[config.mk]
export PLATFORM = sky130hd
export DESIGN_NAME = round_robin_thread_scheduler
export DESIGN_NICKNAME = d
export VERILOG_FILES = /design/src/rtl/rrts_pkg.sv /design/src/rtl/rrts_ctrl.sv /design/src/rtl/rrts_datapath.sv /design/src/rtl/round_robin_thread_scheduler.sv
export SDC_FILE = /design/constraint.sdc
export NUM_CORES = 1
export LEC_CHECK = 0
export ABC_AREA = 1
export ABC_CLOCK_PERIOD_IN_PS = 4150
export BUFFER_PORTS_ARGS = -buffer_cell sky130_fd_sc_hd__buf_4
export CAP_MARGIN = 20
export CORE_MARGIN = 2
export CORE_UTILIZATION = 58
export CTS_CLUSTER_SIZE = 16
export DETAILED_ROUTE_END_ITERATION = 10
export GPL_ROUTABILITY_DRIVEN = 0
export GPL_TIMING_DRIVEN = 0
export PLACE_DENSITY = 0.73
export SYNTH_ARGS = -nofsm -noshare
export SYNTH_HDL_FRONTEND = slang
export SYNTH_SLANG_ARGS = --single-unit
export TNS_END_PERCENT = 1
[constraint.sdc]
create_clock -name clk_i -period 4.15 [get_ports clk_i]
set_input_delay 0.83 -clock clk_i [delete_from_list [all_inputs] [get_ports clk_i]]
set_output_delay 0.83 -clock clk_i [all_outputs]
set_load 0.01 [all_outputs]
[src/rtl/rrts_pkg.sv]
// Shared types, constants and command/status structs of the round-robin thread scheduler.
package rrts_pkg;

  localparam int NUM_SLOTS = 16;
  localparam int SLOT_W    = $clog2(NUM_SLOTS);
  localparam int COUNT_W   = SLOT_W + 1;
  localparam int PRIO_W    = 8;
  localparam int PID_W     = 16;
  localparam int KIND_W    = 2;
  localparam int CFG_IDX_W = 2;
  localparam int CFG_W     = 8;

  localparam logic [SLOT_W-1:0] MAIN_SLOT_RST = SLOT_W'(0);
  localparam logic [SLOT_W-1:0] IDLE_SLOT_RST = SLOT_W'(1);
  localparam logic [PRIO_W-1:0] MAIN_PRIO_RST = PRIO_W'(31);
  localparam logic [PID_W-1:0]  PID_RST       = PID_W'(1);
  localparam logic [KIND_W-1:0] KIND_BAD      = KIND_W'(3);

  localparam logic [CFG_IDX_W-1:0] CFG_MAIN_SLOT = CFG_IDX_W'(0);
  localparam logic [CFG_IDX_W-1:0] CFG_IDLE_SLOT = CFG_IDX_W'(1);
  localparam logic [CFG_IDX_W-1:0] CFG_MAIN_PRIO = CFG_IDX_W'(2);

  typedef enum logic [2:0] {
    OP_START   = 3'd0,
    OP_BLOCK   = 3'd1,
    OP_UNBLOCK = 3'd2,
    OP_YIELD   = 3'd3,
    OP_SCHED   = 3'd4
  } op_e;

  typedef enum logic [2:0] {
    ST_UNUSED  = 3'd0,
    ST_RUNNING = 3'd1,
    ST_READY   = 3'd2,
    ST_BLOCKED = 3'd3,
    ST_WAITING = 3'd4,
    ST_HANGING = 3'd5
  } status_e;

  typedef enum logic [2:0] {
    ERR_OK            = 3'd0,
    ERR_IN_USE        = 3'd1,
    ERR_NOT_BLOCKED   = 3'd2,
    ERR_BAD_KIND      = 3'd3,
    ERR_NONE_RUNNABLE = 3'd4
  } err_e;

  typedef enum logic [1:0] {
    RD_CUR  = 2'd0,
    RD_SLOT = 2'd1,
    RD_IDLE = 2'd2
  } rd_sel_e;

  typedef enum logic [1:0] {
    WA_CUR  = 2'd0,
    WA_SLOT = 2'd1,
    WA_IDLE = 2'd2,
    WA_POP  = 2'd3
  } wa_sel_e;

  typedef enum logic [1:0] {
    SV_READY   = 2'd0,
    SV_RUNNING = 2'd1,
    SV_KIND    = 2'd2
  } sv_sel_e;

  typedef enum logic {
    PS_REQ    = 1'b0,
    PS_RELOAD = 1'b1
  } ps_src_e;

  typedef enum logic [3:0] {
    S_IDLE,
    S_DEC,
    S_START,
    S_UNB,
    S_BLK,
    S_YLD,
    S_SCH_RD,
    S_SCH,
    S_CNT,
    S_IDL,
    S_POP,
    S_RUN,
    S_FIN_RD,
    S_FIN
  } state_e;

  typedef struct packed {
    logic    latch_item;
    rd_sel_e rd_sel;
    wa_sel_e wa_sel;
    logic    st_we;
    sv_sel_e st_val;
    logic    ps_we;
    ps_src_e ps_src;
    logic    ring_app;
    logic    ring_front;
    logic    ring_pop;
    logic    pid_inc;
    logic    err_we;
    err_e    err_val;
    logic    set_run;
    logic    load_out;
  } ctrl_cmd_t;

  typedef struct packed {
    op_e     op;
    logic    kind_bad;
    status_e ent_status;
    logic    count_zero;
    logic    out_free;
  } dp_status_t;

  function automatic logic is_blocked_kind(status_e st);
    return (st == ST_BLOCKED) || (st == ST_WAITING) || (st == ST_HANGING);
  endfunction

endpackage

[src/rtl/rrts_ctrl.sv]
// Sequencer that steps each scheduler operation through reads and writes of the slot tables.
module rrts_ctrl (
  input  logic                clk_i,
  input  logic                rst_ni,
  input  logic                in_valid_i,
  output logic                in_ready_o,
  input  rrts_pkg::dp_status_t status_i,
  output rrts_pkg::ctrl_cmd_t  cmd_o
);
  import rrts_pkg::*;

  state_e state_q, state_d;

  always_ff @(posedge clk_i or negedge rst_ni) begin
    if (!rst_ni) begin
      state_q <= S_IDLE;
    end else begin
      state_q <= state_d;
    end
  end

  always_comb begin
    state_d    = state_q;
    cmd_o      = '0;
    in_ready_o = 1'b0;
    case (state_q)
      S_IDLE: begin
        in_ready_o = 1'b1;
        if (in_valid_i) begin
          cmd_o.latch_item = 1'b1;
          state_d = S_DEC;
        end
      end
      S_DEC: begin
        case (status_i.op)
          OP_START: begin
            cmd_o.rd_sel = RD_SLOT;
            state_d = S_START;
          end
          OP_BLOCK: begin
            cmd_o.rd_sel = RD_CUR;
            if (status_i.kind_bad) begin
              cmd_o.err_we  = 1'b1;
              cmd_o.err_val = ERR_BAD_KIND;
              state_d = S_FIN_RD;
            end else begin
              state_d = S_BLK;
            end
          end
          OP_UNBLOCK: begin
            cmd_o.rd_sel = RD_SLOT;
            state_d = S_UNB;
          end
          OP_YIELD: begin
            cmd_o.rd_sel = RD_CUR;
            state_d = S_YLD;
          end
          OP_SCHED: begin
            cmd_o.rd_sel = RD_CUR;
            state_d = S_SCH;
          end
          default: begin
            state_d = S_FIN_RD;
          end
        endcase
      end
      S_START: begin
        cmd_o.wa_sel = WA_SLOT;
        if (status_i.ent_status != ST_UNUSED) begin
          cmd_o.err_we  = 1'b1;
          cmd_o.err_val = ERR_IN_USE;
        end else begin
          cmd_o.pid_inc  = 1'b1;
          cmd_o.st_we    = 1'b1;
          cmd_o.st_val   = SV_READY;
          cmd_o.ps_we    = 1'b1;
          cmd_o.ps_src   = PS_REQ;
          cmd_o.ring_app = 1'b1;
        end
        state_d = S_FIN_RD;
      end
      S_UNB: begin
        cmd_o.wa_sel = WA_SLOT;
        if (!is_blocked_kind(status_i.ent_status)) begin
          cmd_o.err_we  = 1'b1;
          cmd_o.err_val = ERR_NOT_BLOCKED;
        end else begin
          cmd_o.ring_front = 1'b1;
          cmd_o.st_we      = 1'b1;
          cmd_o.st_val     = SV_READY;
        end
        state_d = S_FIN_RD;
      end
      S_BLK: begin
        cmd_o.wa_sel = WA_CUR;
        if (status_i.ent_status == ST_RUNNING || is_blocked_kind(status_i.ent_status)) begin
          cmd_o.st_we  = 1'b1;
          cmd_o.st_val = SV_KIND;
        end
        state_d = S_SCH_RD;
      end
      S_YLD: begin
        cmd_o.wa_sel = WA_CUR;
        if (status_i.ent_status == ST_RUNNING) begin
          cmd_o.ring_app = 1'b1;
          cmd_o.st_we    = 1'b1;
          cmd_o.st_val   = SV_READY;
        end
        state_d = S_SCH_RD;
      end
      S_SCH_RD: begin
        cmd_o.rd_sel = RD_CUR;
        state_d = S_SCH;
      end
      S_SCH: begin
        cmd_o.wa_sel = WA_CUR;
        if (status_i.ent_status == ST_RUNNING) begin
          cmd_o.ring_app = 1'b1;
          cmd_o.st_we    = 1'b1;
          cmd_o.st_val   = SV_READY;
          cmd_o.ps_we    = 1'b1;
          cmd_o.ps_src   = PS_RELOAD;
        end
        state_d = S_CNT;
      end
      S_CNT: begin
        cmd_o.rd_sel = RD_IDLE;
        state_d = status_i.count_zero ? S_IDL : S_POP;
      end
      S_IDL: begin
        cmd_o.wa_sel = WA_IDLE;
        if (!is_blocked_kind(status_i.ent_status)) begin
          cmd_o.err_we  = 1'b1;
          cmd_o.err_val = ERR_NONE_RUNNABLE;
          state_d = S_FIN_RD;
        end else begin
          cmd_o.ring_front = 1'b1;
          cmd_o.st_we      = 1'b1;
          cmd_o.st_val     = SV_READY;
          state_d = S_POP;
        end
      end
      S_POP: begin
        cmd_o.ring_pop = 1'b1;
        state_d = S_RUN;
      end
      S_RUN: begin
        cmd_o.wa_sel  = WA_POP;
        cmd_o.st_we   = 1'b1;
        cmd_o.st_val  = SV_RUNNING;
        cmd_o.set_run = 1'b1;
        state_d = S_FIN_RD;
      end
      S_FIN_RD: begin
        cmd_o.rd_sel = RD_CUR;
        state_d = S_FIN;
      end
      S_FIN: begin
        cmd_o.rd_sel = RD_CUR;
        if (status_i.out_free) begin
          cmd_o.load_out = 1'b1;
          state_d = S_IDLE;
        end
      end
      default: begin
        state_d = S_IDLE;
      end
    endcase
  end

endmodule

[src/rtl/rrts_datapath.sv]
// Slot tables, ready ring, scheduler registers, configuration and result register.
module rrts_datapath (
  input  logic                             clk_i,
  input  logic                             rst_ni,
  input  logic [2:0]                       op_i,
  input  logic [rrts_pkg::SLOT_W-1:0]      slot_i,
  input  logic [rrts_pkg::PRIO_W-1:0]      prio_i,
  input  logic [rrts_pkg::KIND_W-1:0]      kind_i,
  input  logic                             cfg_valid_i,
  input  logic [rrts_pkg::CFG_IDX_W-1:0]   cfg_index_i,
  input  logic [rrts_pkg::CFG_W-1:0]       cfg_data_i,
  input  rrts_pkg::ctrl_cmd_t              cmd_i,
  output rrts_pkg::dp_status_t             status_o,
  output logic                             out_valid_o,
  input  logic                             out_ready_i,
  output logic [rrts_pkg::SLOT_W-1:0]      running_slot_o,
  output logic [rrts_pkg::SLOT_W-1:0]      previous_slot_o,
  output logic                             switched_o,
  output logic [rrts_pkg::PID_W-1:0]       assigned_pid_o,
  output logic [rrts_pkg::PRIO_W-1:0]      time_slice_o,
  output logic [2:0]                       error_code_o
);
  import rrts_pkg::*;

  logic [SLOT_W-1:0]  main_slot_q, idle_slot_q;
  logic [PRIO_W-1:0]  main_prio_q;
  logic [SLOT_W-1:0]  cur_q, head_q;
  logic [COUNT_W-1:0] count_q;
  logic [PID_W-1:0]   pid_q;

  op_e               op_q;
  logic [SLOT_W-1:0] slot_q, prev_q;
  logic [PRIO_W-1:0] prio_q;
  logic [KIND_W-1:0] kind_q;
  err_e              err_q;
  logic              sw_q;
  logic [PID_W-1:0]  pid_res_q;

  status_e             st_mem [NUM_SLOTS];
  logic [2*PRIO_W-1:0] ps_mem [NUM_SLOTS];
  logic [SLOT_W-1:0]   ring_mem [NUM_SLOTS];
  logic [NUM_SLOTS-1:0] st_valid_q, ps_valid_q;

  status_e             st_rd_q, st_rst_q;
  logic                st_hit_q, ps_hit_q;
  logic [2*PRIO_W-1:0] ps_rd_q, ps_rst_q;
  logic [SLOT_W-1:0]   ring_rd_q;

  logic [SLOT_W-1:0]   rd_addr, wr_addr, ring_waddr;
  status_e             ent_status, st_wval;
  logic [2*PRIO_W-1:0] ent_ps, ps_wval;
  logic                restart, ring_room, ring_we;
  logic [SLOT_W-1:0]   new_main;

  logic                out_valid_q;
  logic [SLOT_W-1:0]   out_run_q, out_prev_q;
  logic                out_sw_q;
  logic [PID_W-1:0]    out_pid_q;
  logic [PRIO_W-1:0]   out_slice_q;
  err_e                out_err_q;

  assign restart  = cfg_valid_i &&
                    (cfg_index_i == CFG_MAIN_SLOT || cfg_index_i == CFG_MAIN_PRIO);
  assign new_main = (cfg_index_i == CFG_MAIN_SLOT) ? cfg_data_i[SLOT_W-1:0] : main_slot_q;

  always_comb begin
    case (cmd_i.rd_sel)
      RD_SLOT: rd_addr = slot_q;
      RD_IDLE: rd_addr = idle_slot_q;
      default: rd_addr = cur_q;
    endcase
    case (cmd_i.wa_sel)
      WA_SLOT: wr_addr = slot_q;
      WA_IDLE: wr_addr = idle_slot_q;
      WA_POP:  wr_addr = ring_rd_q;
      default: wr_addr = cur_q;
    endcase
    case (cmd_i.st_val)
      SV_RUNNING: st_wval = ST_RUNNING;
      SV_KIND:    st_wval = status_e'(3'(ST_BLOCKED) + {1'b0, kind_q});
      default:    st_wval = ST_READY;
    endcase
  end

  assign ent_status = st_hit_q ? st_rd_q : st_rst_q;
  assign ent_ps     = ps_hit_q ? ps_rd_q : ps_rst_q;
  assign ps_wval    = (cmd_i.ps_src == PS_RELOAD) ?
                      {ent_ps[2*PRIO_W-1:PRIO_W], ent_ps[2*PRIO_W-1:PRIO_W]} :
                      {prio_q, prio_q};

  assign ring_room  = (count_q != COUNT_W'(NUM_SLOTS));
  assign ring_we    = (cmd_i.ring_app || cmd_i.ring_front) && ring_room;
  assign ring_waddr = cmd_i.ring_front ? head_q - SLOT_W'(1) : head_q + count_q[SLOT_W-1:0];

  always_ff @(posedge clk_i) begin
    if (cmd_i.st_we) begin
      st_mem[wr_addr] <= st_wval;
    end
    if (cmd_i.ps_we) begin
      ps_mem[wr_addr] <= ps_wval;
    end
    if (ring_we) begin
      ring_mem[ring_waddr] <= (cmd_i.ring_front || cmd_i.wa_sel != WA_CUR) ? wr_addr : cur_q;
    end
    st_rd_q   <= st_mem[rd_addr];
    ps_rd_q   <= ps_mem[rd_addr];
    st_hit_q  <= st_valid_q[rd_addr];
    ps_hit_q  <= ps_valid_q[rd_addr];
    st_rst_q  <= (rd_addr == main_slot_q) ? ST_RUNNING : ST_UNUSED;
    ps_rst_q  <= (rd_addr == main_slot_q) ? {main_prio_q, main_prio_q} : '0;
    ring_rd_q <= ring_mem[head_q];
  end

  always_ff @(posedge clk_i or negedge rst_ni) begin
    if (!rst_ni) begin
      main_slot_q <= MAIN_SLOT_RST;
      idle_slot_q <= IDLE_SLOT_RST;
      main_prio_q <= MAIN_PRIO_RST;
      cur_q       <= MAIN_SLOT_RST;
      head_q      <= '0;
      count_q     <= '0;
      pid_q       <= PID_RST;
      st_valid_q  <= '0;
      ps_valid_q  <= '0;
    end else if (cfg_valid_i) begin
      if (cfg_index_i == CFG_MAIN_SLOT) begin
        main_slot_q <= cfg_data_i[SLOT_W-1:0];
      end
      if (cfg_index_i == CFG_IDLE_SLOT) begin
        idle_slot_q <= cfg_data_i[SLOT_W-1:0];
      end
      if (cfg_index_i == CFG_MAIN_PRIO) begin
        main_prio_q <= cfg_data_i[PRIO_W-1:0];
      end
      if (restart) begin
        cur_q      <= new_main;
        head_q     <= '0;
        count_q    <= '0;
        pid_q      <= PID_RST;
        st_valid_q <= '0;
        ps_valid_q <= '0;
      end
    end else begin
      if (cmd_i.st_we) begin
        st_valid_q[wr_addr] <= 1'b1;
      end
      if (cmd_i.ps_we) begin
        ps_valid_q[wr_addr] <= 1'b1;
      end
      if (cmd_i.pid_inc) begin
        pid_q <= pid_q + PID_W'(1);
      end
      if (cmd_i.set_run) begin
        cur_q <= ring_rd_q;
      end
      if (cmd_i.ring_pop) begin
        head_q  <= head_q + SLOT_W'(1);
        count_q <= count_q - COUNT_W'(1);
      end else if (ring_we) begin
        count_q <= count_q + COUNT_W'(1);
        if (cmd_i.ring_front) begin
          head_q <= head_q - SLOT_W'(1);
        end
      end
    end
  end

  always_ff @(posedge clk_i) begin
    if (cmd_i.latch_item) begin
      op_q      <= op_e'(op_i);
      slot_q    <= slot_i;
      prio_q    <= prio_i;
      kind_q    <= kind_i;
      prev_q    <= cur_q;
      err_q     <= ERR_OK;
      sw_q      <= 1'b0;
      pid_res_q <= '0;
    end else begin
      if (cmd_i.err_we) begin
        err_q <= cmd_i.err_val;
      end
      if (cmd_i.set_run) begin
        sw_q <= 1'b1;
      end
      if (cmd_i.pid_inc) begin
        pid_res_q <= pid_q + PID_W'(1);
      end
    end
  end

  always_ff @(posedge clk_i or negedge rst_ni) begin
    if (!rst_ni) begin
      out_valid_q <= 1'b0;
    end else if (cmd_i.load_out) begin
      out_valid_q <= 1'b1;
    end else if (out_ready_i) begin
      out_valid_q <= 1'b0;
    end
  end

  always_ff @(posedge clk_i) begin
    if (cmd_i.load_out) begin
      out_run_q   <= cur_q;
      out_prev_q  <= prev_q;
      out_sw_q    <= sw_q;
      out_pid_q   <= pid_res_q;
      out_slice_q <= ent_ps[PRIO_W-1:0];
      out_err_q   <= err_q;
    end
  end

  assign status_o.op         = op_q;
  assign status_o.kind_bad   = (kind_q == KIND_BAD);
  assign status_o.ent_status = ent_status;
  assign status_o.count_zero = (count_q == '0);
  assign status_o.out_free   = !out_valid_q || out_ready_i;

  assign out_valid_o     = out_valid_q;
  assign running_slot_o  = out_run_q;
  assign previous_slot_o = out_prev_q;
  assign switched_o      = out_sw_q;
  assign assigned_pid_o  = out_pid_q;
  assign time_slice_o    = out_slice_q;
  assign error_code_o    = 3'(out_err_q);

endmodule

[src/rtl/round_robin_thread_scheduler.sv]
// Top level of the round-robin thread scheduler: stream ports, configuration port and wiring.
// Items are taken one at a time: the next item is taken the cycle after the result of the last
// enters the output register, and an untaken result holds the sequencer in its last step.
// Reset clears the tables at once through per-slot valid bits; no clearing pass is needed.
module round_robin_thread_scheduler (
  input  logic                           clk_i,
  input  logic                           rst_ni,
  input  logic                           s_axis_tvalid,
  output logic                           s_axis_tready,
  // thread_slot[3:0], priority_req[11:4], block_kind[13:12], zero fill
  input  logic [15:0]                    s_axis_tdata,
  // operation[2:0]
  input  logic [2:0]                     s_axis_tuser,
  output logic                           m_axis_tvalid,
  input  logic                           m_axis_tready,
  // running_slot[3:0], previous_slot[7:4], switched[8], assigned_pid[24:9],
  // time_slice[32:25], error_code[35:33], zero fill
  output logic [39:0]                    m_axis_tdata,
  input  logic                           cfg_valid_i,
  output logic                           cfg_ready_o,
  input  logic [rrts_pkg::CFG_IDX_W-1:0] cfg_index_i,
  input  logic [rrts_pkg::CFG_W-1:0]     cfg_data_i
);
  import rrts_pkg::*;

  ctrl_cmd_t         cmd;
  dp_status_t        status;
  logic [SLOT_W-1:0] run_slot, prev_slot;
  logic              switched;
  logic [PID_W-1:0]  pid;
  logic [PRIO_W-1:0] slice;
  logic [2:0]        err;

  assign cfg_ready_o = 1'b1;

  rrts_ctrl u_ctrl (
    .clk_i      (clk_i),
    .rst_ni     (rst_ni),
    .in_valid_i (s_axis_tvalid),
    .in_ready_o (s_axis_tready),
    .status_i   (status),
    .cmd_o      (cmd)
  );

  rrts_datapath u_datapath (
    .clk_i           (clk_i),
    .rst_ni          (rst_ni),
    .op_i            (s_axis_tuser),
    .slot_i          (s_axis_tdata[3:0]),
    .prio_i          (s_axis_tdata[11:4]),
    .kind_i          (s_axis_tdata[13:12]),
    .cfg_valid_i     (cfg_valid_i),
    .cfg_index_i     (cfg_index_i),
    .cfg_data_i      (cfg_data_i),
    .cmd_i           (cmd),
    .status_o        (status),
    .out_valid_o     (m_axis_tvalid),
    .out_ready_i     (m_axis_tready),
    .running_slot_o  (run_slot),
    .previous_slot_o (prev_slot),
    .switched_o      (switched),
    .assigned_pid_o  (pid),
    .time_slice_o    (slice),
    .error_code_o    (err)
  );

  assign m_axis_tdata = {4'b0, err, slice, pid, switched, prev_slot, run_slot};

endmodule
After elaboration in Yosys (flattened, before gate mapping)
Memories as Yosys holds them, arrays and structs flattened. A register that Yosys moved wholly into a read port is not among the register bits.
Index checks and enable logic that the tools add are counted.
- input bits: 34
- memories: 3
- flip-flop bits (word level): 180
- output and inout bits: 43
- logic and storage cells: 196
- bits in writable memories: 368
- equality and inequality tests: 36
- $lt $le $gt $ge: 3
- add/subtract/negate cells: 7
- bitwise operators: 2
- reduce and logical (&&, ||, !) cells: 37
- multiplexer cells: 79
- memory list (memory ; words ; width ; rd ports ; clocked after memory_dff ; wr ports ; RTL line ; text):
    u_datapath.ps_mem ; 16 ; 16 ; 1 ; 1 ; 1 ; rrts_datapath.sv:40 ; logic [2*PRIO_W-1:0] ps_mem [NUM_SLOTS];
    u_datapath.ring_mem ; 16 ; 4 ; 1 ; 1 ; 1 ; rrts_datapath.sv:41 ; logic [SLOT_W-1:0] ring_mem [NUM_SLOTS];
    u_datapath.st_mem ; 16 ; 3 ; 1 ; 1 ; 1 ; rrts_datapath.sv:39 ; status_e st_mem [NUM_SLOTS];
- operators with widths (kind ; count):
    two-way mux 16 bit ; 10
    two-way mux 4 bit ; 19
    case mux 4 bit (11 select lines) ; 1
    case mux 5 bit (7 select lines) ; 1
    OR 16 bit ; 2
    two-way mux 1 bit ; 25
    == test 4 bit (second input constant) ; 6
    two-way mux 5 bit ; 4
    case mux 4 bit (5 select lines) ; 1
    adder 16 x 1 -> 16 bit (second input constant) ; 1
    == test 4 x 3 -> 1 bit (second input constant) ; 4
    case mux 4 bit (4 select lines) ; 1
    AND reduction 2 bit ; 8
    two-way mux 3 bit ; 5
    == test 2 bit (second input constant) ; 6
    two-way mux 6 bit ; 2
    case mux 4 bit (3 select lines) ; 1
    nonzero test 2 bit ; 6
    less-than comparator 4 x 5 -> 1 bit (second input constant) ; 2
    == test 3 x 2 -> 1 bit (second input constant) ; 3
    == test 3 bit (second input constant) ; 3
    nonzero test 3 bit ; 3
    binary-select mux 1 bit (select 4 bit) ; 2
    == test 2 x 1 -> 1 bit (second input constant) ; 4
    30 further kinds ; 44

Longest topological paths before layout
- depth in word-level cells: 16
- gate-level depth with buffers: 18
- gate-level depth less buffers: 15

Hierarchy
From an unflattened synthesis, not the netlist that was laid out.
- cells, all modules: 1913
- area total of the unflattened synthesis: 19012.0 um^2
- by module, submodules not included (module ; times used ; area each (um^2) ; seq. area each (um^2) ; cells an instance):
    rrts_datapath ; 1 ; 18392.6 ; 11800.1 ; 1799
    rrts_ctrl ; 1 ; 566.8 ; 100.1 ; 106
    round_robin_thread_scheduler ; 1 ; 52.6 ; 0.0 ; 8

Worst setup path before layout
OpenSTA, ideal clock, no wires.
- path type: in2reg
- start: input port m_axis_tready
- end: register u_datapath.out_pid_q[0] (netlist: u_datapath.assigned_pid_o[0]), enable pin
- required time: 3.720 ns
- slack: 1.320 ns
- library setup time: 0.430 ns
- arrival time: 2.401 ns
- buffers on the path: 0
- stages on the path: 2
- cells stage by stage: nor2_1 -> nor2_1
- RTL lines (what ; RTL line ; text):
    from (decl) ; round_robin_thread_scheduler.sv:15 ; input logic m_axis_tready,
    to (signal assigned) ; rrts_datapath.sv:206 ; out_pid_q <= pid_res_q;
    to (decl) ; rrts_datapath.sv:58 ; logic [PID_W-1:0] out_pid_q;

Worst setup path after layout
- start: register u_ctrl.state_q[2]
- end: register u_datapath.ps_rd_q[10], read port of u_datapath.ps_mem
- longest elaborated chain between the ends: 4
- elaborated cells between the ends (all ways): 6
- classes of those cells: eq/ne (4); mux (2)
- ends and longest elaborated chain (what ; RTL line ; text):
    from (decl) ; rrts_ctrl.sv:12 ; state_e state_q, state_d;
    from (signal assigned) ; rrts_ctrl.sv:18 ; state_q <= state_d;
    == test 4 bit / == test 4 x 1 -> 1 bit (equally long branches) ; rrts_ctrl.sv:26 ; case (state_q)
    case mux 2 bit (2 select lines) (*) ; rrts_ctrl.sv:26 ;
    == test 2 bit / == test 2 x 1 -> 1 bit (equally long branches) ; rrts_datapath.sv:67 ; case (cmd_i.rd_sel)
    case mux 4 bit (2 select lines) (*) ; rrts_datapath.sv:67 ;
    to (decl) ; rrts_datapath.sv:46 ; logic [2*PRIO_W-1:0] ps_rd_q, ps_rst_q;
Mark *: on every way between the ends. The rest lies on a longest branch, timed or not.
A chain may end at the register's enable or synchronous reset.

==> impl_metrics.toml <==
[pwr]
power.density_nw_per_um2 = 738
peakVddDrop_v = 0.000494
leakage_uw = 0.00844
fin_total_pwr_uw = 15500

[sta]
max_freq_ghz = 0.262
tightest_slew_ns = 1.02
finalHoldViolCount = 0
setup_viol = 0
final-max-slew-violation-count = 0
relative_slew_margins_pct = 32.1
clk_skew_ns = 0.0169
timing.final.crit_period_ns = 3.81
rsz_0062_raised_after_global_routing = "no"
hold-worst-slack_ns = 0.157
tcrit_tclk_final_pct = 91.9
setup-tns-final_ns = 0

[worst_setup_path]
rrSetupSlack_ns = 0.34
crit_fanout = 10
critPathRequiredTime_ns = 4.62
critical_path.startpoint = "u_ctrl.state_q[2]"
reg2reg_launch_point = "u_ctrl.state_q[2]"
worstRegToRegCells = 14
timing.critical_path.from_type = "flip-flop"
worst_setup_path_endpoint = "u_datapath.ps_rd_q[10]"
worst_ep_arrival_time_ns = 4.29
endpoint_kind = "flip-flop"
worst_r2r_endpoint = "u_datapath.ps_rd_q[10]"
critical_path_class = "flip-flop to flip-flop"

[synth]
synth_sequential_area_ratio_pct = 64.7
synth_cell_type_count = 47
synthesis.yosys.warnings = 0
synth.top_cells.by_area = "sky130_fd_sc_hd__edfxtp_1 49%, sky130_fd_sc_hd__dfrtp_1 10%, sky130_fd_sc_hd__nand2_1 6.7%, sky130_fd_sc_hd__dfxtp_1 5.0%, sky130_fd_sc_hd__nand3_1 4.5%"
synth-seq-cells = 425
netlist_area_um2 = 18400
netlist.top_cell.by_area = "sky130_fd_sc_hd__edfxtp_1"
syn-mean-instance-area_um2 = 10.6
dominantRegCellSynth = "sky130_fd_sc_hd__edfxtp_1"
synth_top_cell_area_share_pct = 48.5
synth_enable_flop_cells = 297
ys_async_sr_fraction_pct = 19.3
synth_cells = 1727

[die]
die_area_um2 = 33100
initial_core_util_pct = 58.5
die_y_um = 182
fp-row-count = 65
die_width_um = 182
core_um2 = 31400
io-pin-count = 77

[cells_and_area]
finalCoreUtilization_pct = 66.9
post_route_cells_drive_above_1_share_pct = 12.7
synthToLayoutAreaGrowth_pct = 14.3
diodes = 0
num-nets-final = 1901

[global_routing]
largest_net_degree_at_the_start_of_global_routing = 83
global_route.usage.total_pct = 27.1
globalRouteOverflowTotal = 0
antenna_violations_before_repair = 0
grt_first_pass_wirelength_um = 69800
grt_pass1_vias = 12800

[clocking]
cts-root-buf = "sky130_fd_sc_hd__clkbuf_16"
post_cts.repair.setup_buffers = 0
cts_inserted_buffers = 44
clk_transition_reported_paths_ns = 0.06
cts_buffer_depth = 3
cts-resized-gates = 0
clock_latency_ns = 0.55
tritoncts_num_sinks = 425
cts_max_level = 2
cts-hold-fix-buffers = 0
tritoncts = "yes"

[detailed_routing]
route.layer.met1.wl_um = 18500
via_per_instance_ratio = 5.83
wl_met2_um = 21100
detail_route.wl_per_cell_um = 19.6
routed-wl-met3_um = 3880
vias = 13300
detailed_routing_iterations_pass_1 = 6
detail-route-antenna-nets = 0
drc = 0
drt_wl_total_um = 44700
top_layer_used = "met4"
first_iter_violations = 1436

[placement]
dp.final_hpwl_um = 31000
place.port_buffers = 69

[run_status]
status = "finished clean"

[hold_path]
min_delay_path_class = "input port to async pin"

[flow_run]
max_cap_violations = 0
## per-layer routing
layer	global-route usage (%)	up-vias
met5	0	-
met1	37.7	6377
li1	-	6181
met4	8.52	0
met3	4.57	105
met2	44.1	662
## report_power, final
part	total (uW)	internal, uW	switching, uW
combinational	5710	1600	4120
sequential	5700	5380	317
clock	4090	2460	1620
## worst min path at each step
stage	to	cells after the start
2_1_floorplan	u_datapath.previous_slot_o[0]	0
3_3_place_gp	u_datapath.previous_slot_o[2]	0
3_5_place_dp	u_datapath.previous_slot_o[1]	0
4_1_cts	u_datapath.previous_slot_o[1]	0
5_1_grt	u_datapath.head_q[3]	1
6_report	u_datapath.count_q[3]	1
## critical path, cell delays in order, from the launching register on
cell and delay (ns):
sky130_fd_sc_hd__dfrtp_1 0.50, sky130_fd_sc_hd__nor2_4 0.25, sky130_fd_sc_hd__inv_4 0.07, sky130_fd_sc_hd__nor2_1 0.25, sky130_fd_sc_hd__inv_1 0.10, sky130_fd_sc_hd__nor3_1 0.23, sky130_fd_sc_hd__ha_1 0.29, sky130_fd_sc_hd__inv_2 0.12
sky130_fd_sc_hd__nand3_1 0.11, sky130_fd_sc_hd__o21ai_2 0.26, sky130_fd_sc_hd__clkinv_1 0.55, sky130_fd_sc_hd__clkbuf_1 0.45, sky130_fd_sc_hd__nand3_1 0.24, sky130_fd_sc_hd__nand3_1 0.14, sky130_fd_sc_hd__nand2_1 0.16
## synth_stat cells (3+ instances only)
cell type / instances
sky130_fd_sc_hd__buf_2: 22
sky130_fd_sc_hd__dfxtp_1: 46
sky130_fd_sc_hd__buf_4: 9
sky130_fd_sc_hd__nor2_4: 9
sky130_fd_sc_hd__nand3_1: 164
sky130_fd_sc_hd__mux2_2: 8
sky130_fd_sc_hd__a21oi_1: 51
sky130_fd_sc_hd__nor2_2: 5
sky130_fd_sc_hd__or2_2: 3
sky130_fd_sc_hd__nand2_4: 4
sky130_fd_sc_hd__nand4_1: 9
sky130_fd_sc_hd__buf_6: 3
sky130_fd_sc_hd__inv_1: 197
sky130_fd_sc_hd__nand2_1: 328
sky130_fd_sc_hd__dfstp_2: 7
sky130_fd_sc_hd__o221ai_1: 12
sky130_fd_sc_hd__o22ai_1: 12
sky130_fd_sc_hd__nor2_1: 141
sky130_fd_sc_hd__edfxtp_1: 297
sky130_fd_sc_hd__o21ai_1: 9
sky130_fd_sc_hd__ha_1: 15
sky130_fd_sc_hd__clkbuf_1: 40
sky130_fd_sc_hd__a31oi_1: 5
sky130_fd_sc_hd__o211ai_1: 105
sky130_fd_sc_hd__inv_2: 8
sky130_fd_sc_hd__xnor2_1: 6
sky130_fd_sc_hd__dfrtp_1: 75
sky130_fd_sc_hd__buf_1: 3
sky130_fd_sc_hd__o21ai_0: 76
sky130_fd_sc_hd__xor2_1: 20
sky130_fd_sc_hd__nor3_1: 7
sky130_fd_sc_hd__nand2_2: 7
## cell usage in the layout, fill, tap and decap left out, types with 5 or more instances in the layout
cell	Yosys	final
sky130_fd_sc_hd__nand2_1	328	328
sky130_fd_sc_hd__edfxtp_1	297	297
sky130_fd_sc_hd__inv_1	197	197
sky130_fd_sc_hd__nand3_1	164	164
sky130_fd_sc_hd__nor2_1	141	140
sky130_fd_sc_hd__o211ai_1	105	105
sky130_fd_sc_hd__buf_4	9	81
sky130_fd_sc_hd__o21ai_0	76	75
sky130_fd_sc_hd__dfrtp_1	75	75
sky130_fd_sc_hd__a21oi_1	51	51
sky130_fd_sc_hd__dfxtp_1	46	46
sky130_fd_sc_hd__clkbuf_1	40	44
sky130_fd_sc_hd__clkbuf_16	0	44
sky130_fd_sc_hd__buf_2	22	22
sky130_fd_sc_hd__xor2_1	20	20
sky130_fd_sc_hd__ha_1	15	15
sky130_fd_sc_hd__o22ai_1	12	12
sky130_fd_sc_hd__o221ai_1	12	12
sky130_fd_sc_hd__nor2_4	9	10
sky130_fd_sc_hd__o21ai_1	9	10
sky130_fd_sc_hd__nand4_1	9	9
sky130_fd_sc_hd__inv_2	8	8
sky130_fd_sc_hd__clkinv_1	1	8
sky130_fd_sc_hd__mux2_2	8	8
sky130_fd_sc_hd__clkinv_2	0	8
sky130_fd_sc_hd__nor3_1	7	7
sky130_fd_sc_hd__nand2_2	7	7
sky130_fd_sc_hd__bufinv_16	0	7
sky130_fd_sc_hd__dfstp_2	7	7
sky130_fd_sc_hd__xnor2_1	6	6
sky130_fd_sc_hd__nor2_2	5	5
sky130_fd_sc_hd__a31oi_1	5	5
sky130_fd_sc_hd__conb_1	2	5
## final cells by class
| type | count | area (um^2) |
|---|---|---|
| tap | 402 | 503 |
| clock inverter | 28 | 347 |
| clock buffer | 52 | 1170 |
| inverter | 208 | 786 |
| sequential | 425 | 11900 |
| fill | 2335 | 10400 |
| buffer | 77 | 373 |
| timing repair buffer | 74 | 596 |
| multi-input combinational | 1020 | 5340 |
## state kept, by name, indices dropped and copies added (netlist names), 5 cells and up
register / flops
u_datapath.ps_rst_q: 8
u_datapath.st_mem: 48
u_datapath.st_valid_q: 16
u_datapath.ring_mem: 64
u_datapath.main_prio_q: 8
u_datapath.pid_q: 16
u_datapath.ps_mem: 128
u_datapath.time_slice_o: 8
u_datapath.count_q: 5
u_datapath.pid_res_q: 16
u_datapath.assigned_pid_o: 16
u_datapath.prio_q: 8
u_datapath.ps_rd_q: 8
u_datapath.ps_valid_q: 16
## through the flow
stage | setup slack (ns) | instances | area, um^2
after floorplan | 1.32 | 1730 | 18400
after global placement | 0.445 | 2201 | 19400
after detailed placement | 0.424 | 2204 | 19500
after CTS | 0.399 | 2284 | 21000
after global routing | 0.138 | 2286 | 21000
final | 0.337 | 2286 | 21000
## cells by family (layout without fill, tap and decap cells)
kind of cell / after synthesis / in the layout / share of synthesized area (%)
xor+xnor: 26 / 26 / 1.24
simple gates: 685 / 685 / 16.3
fa+ha+maj: 17 / 17 / 1.24
mux: 9 / 9 / 0.545
other cells: 2 / 5 / 0.0409
flops: 425 / 425 / 64.7
buf+inv: 285 / 439 / 6.30
compound gates: 278 / 278 / 9.59
(Power assumes the default switching activity.)
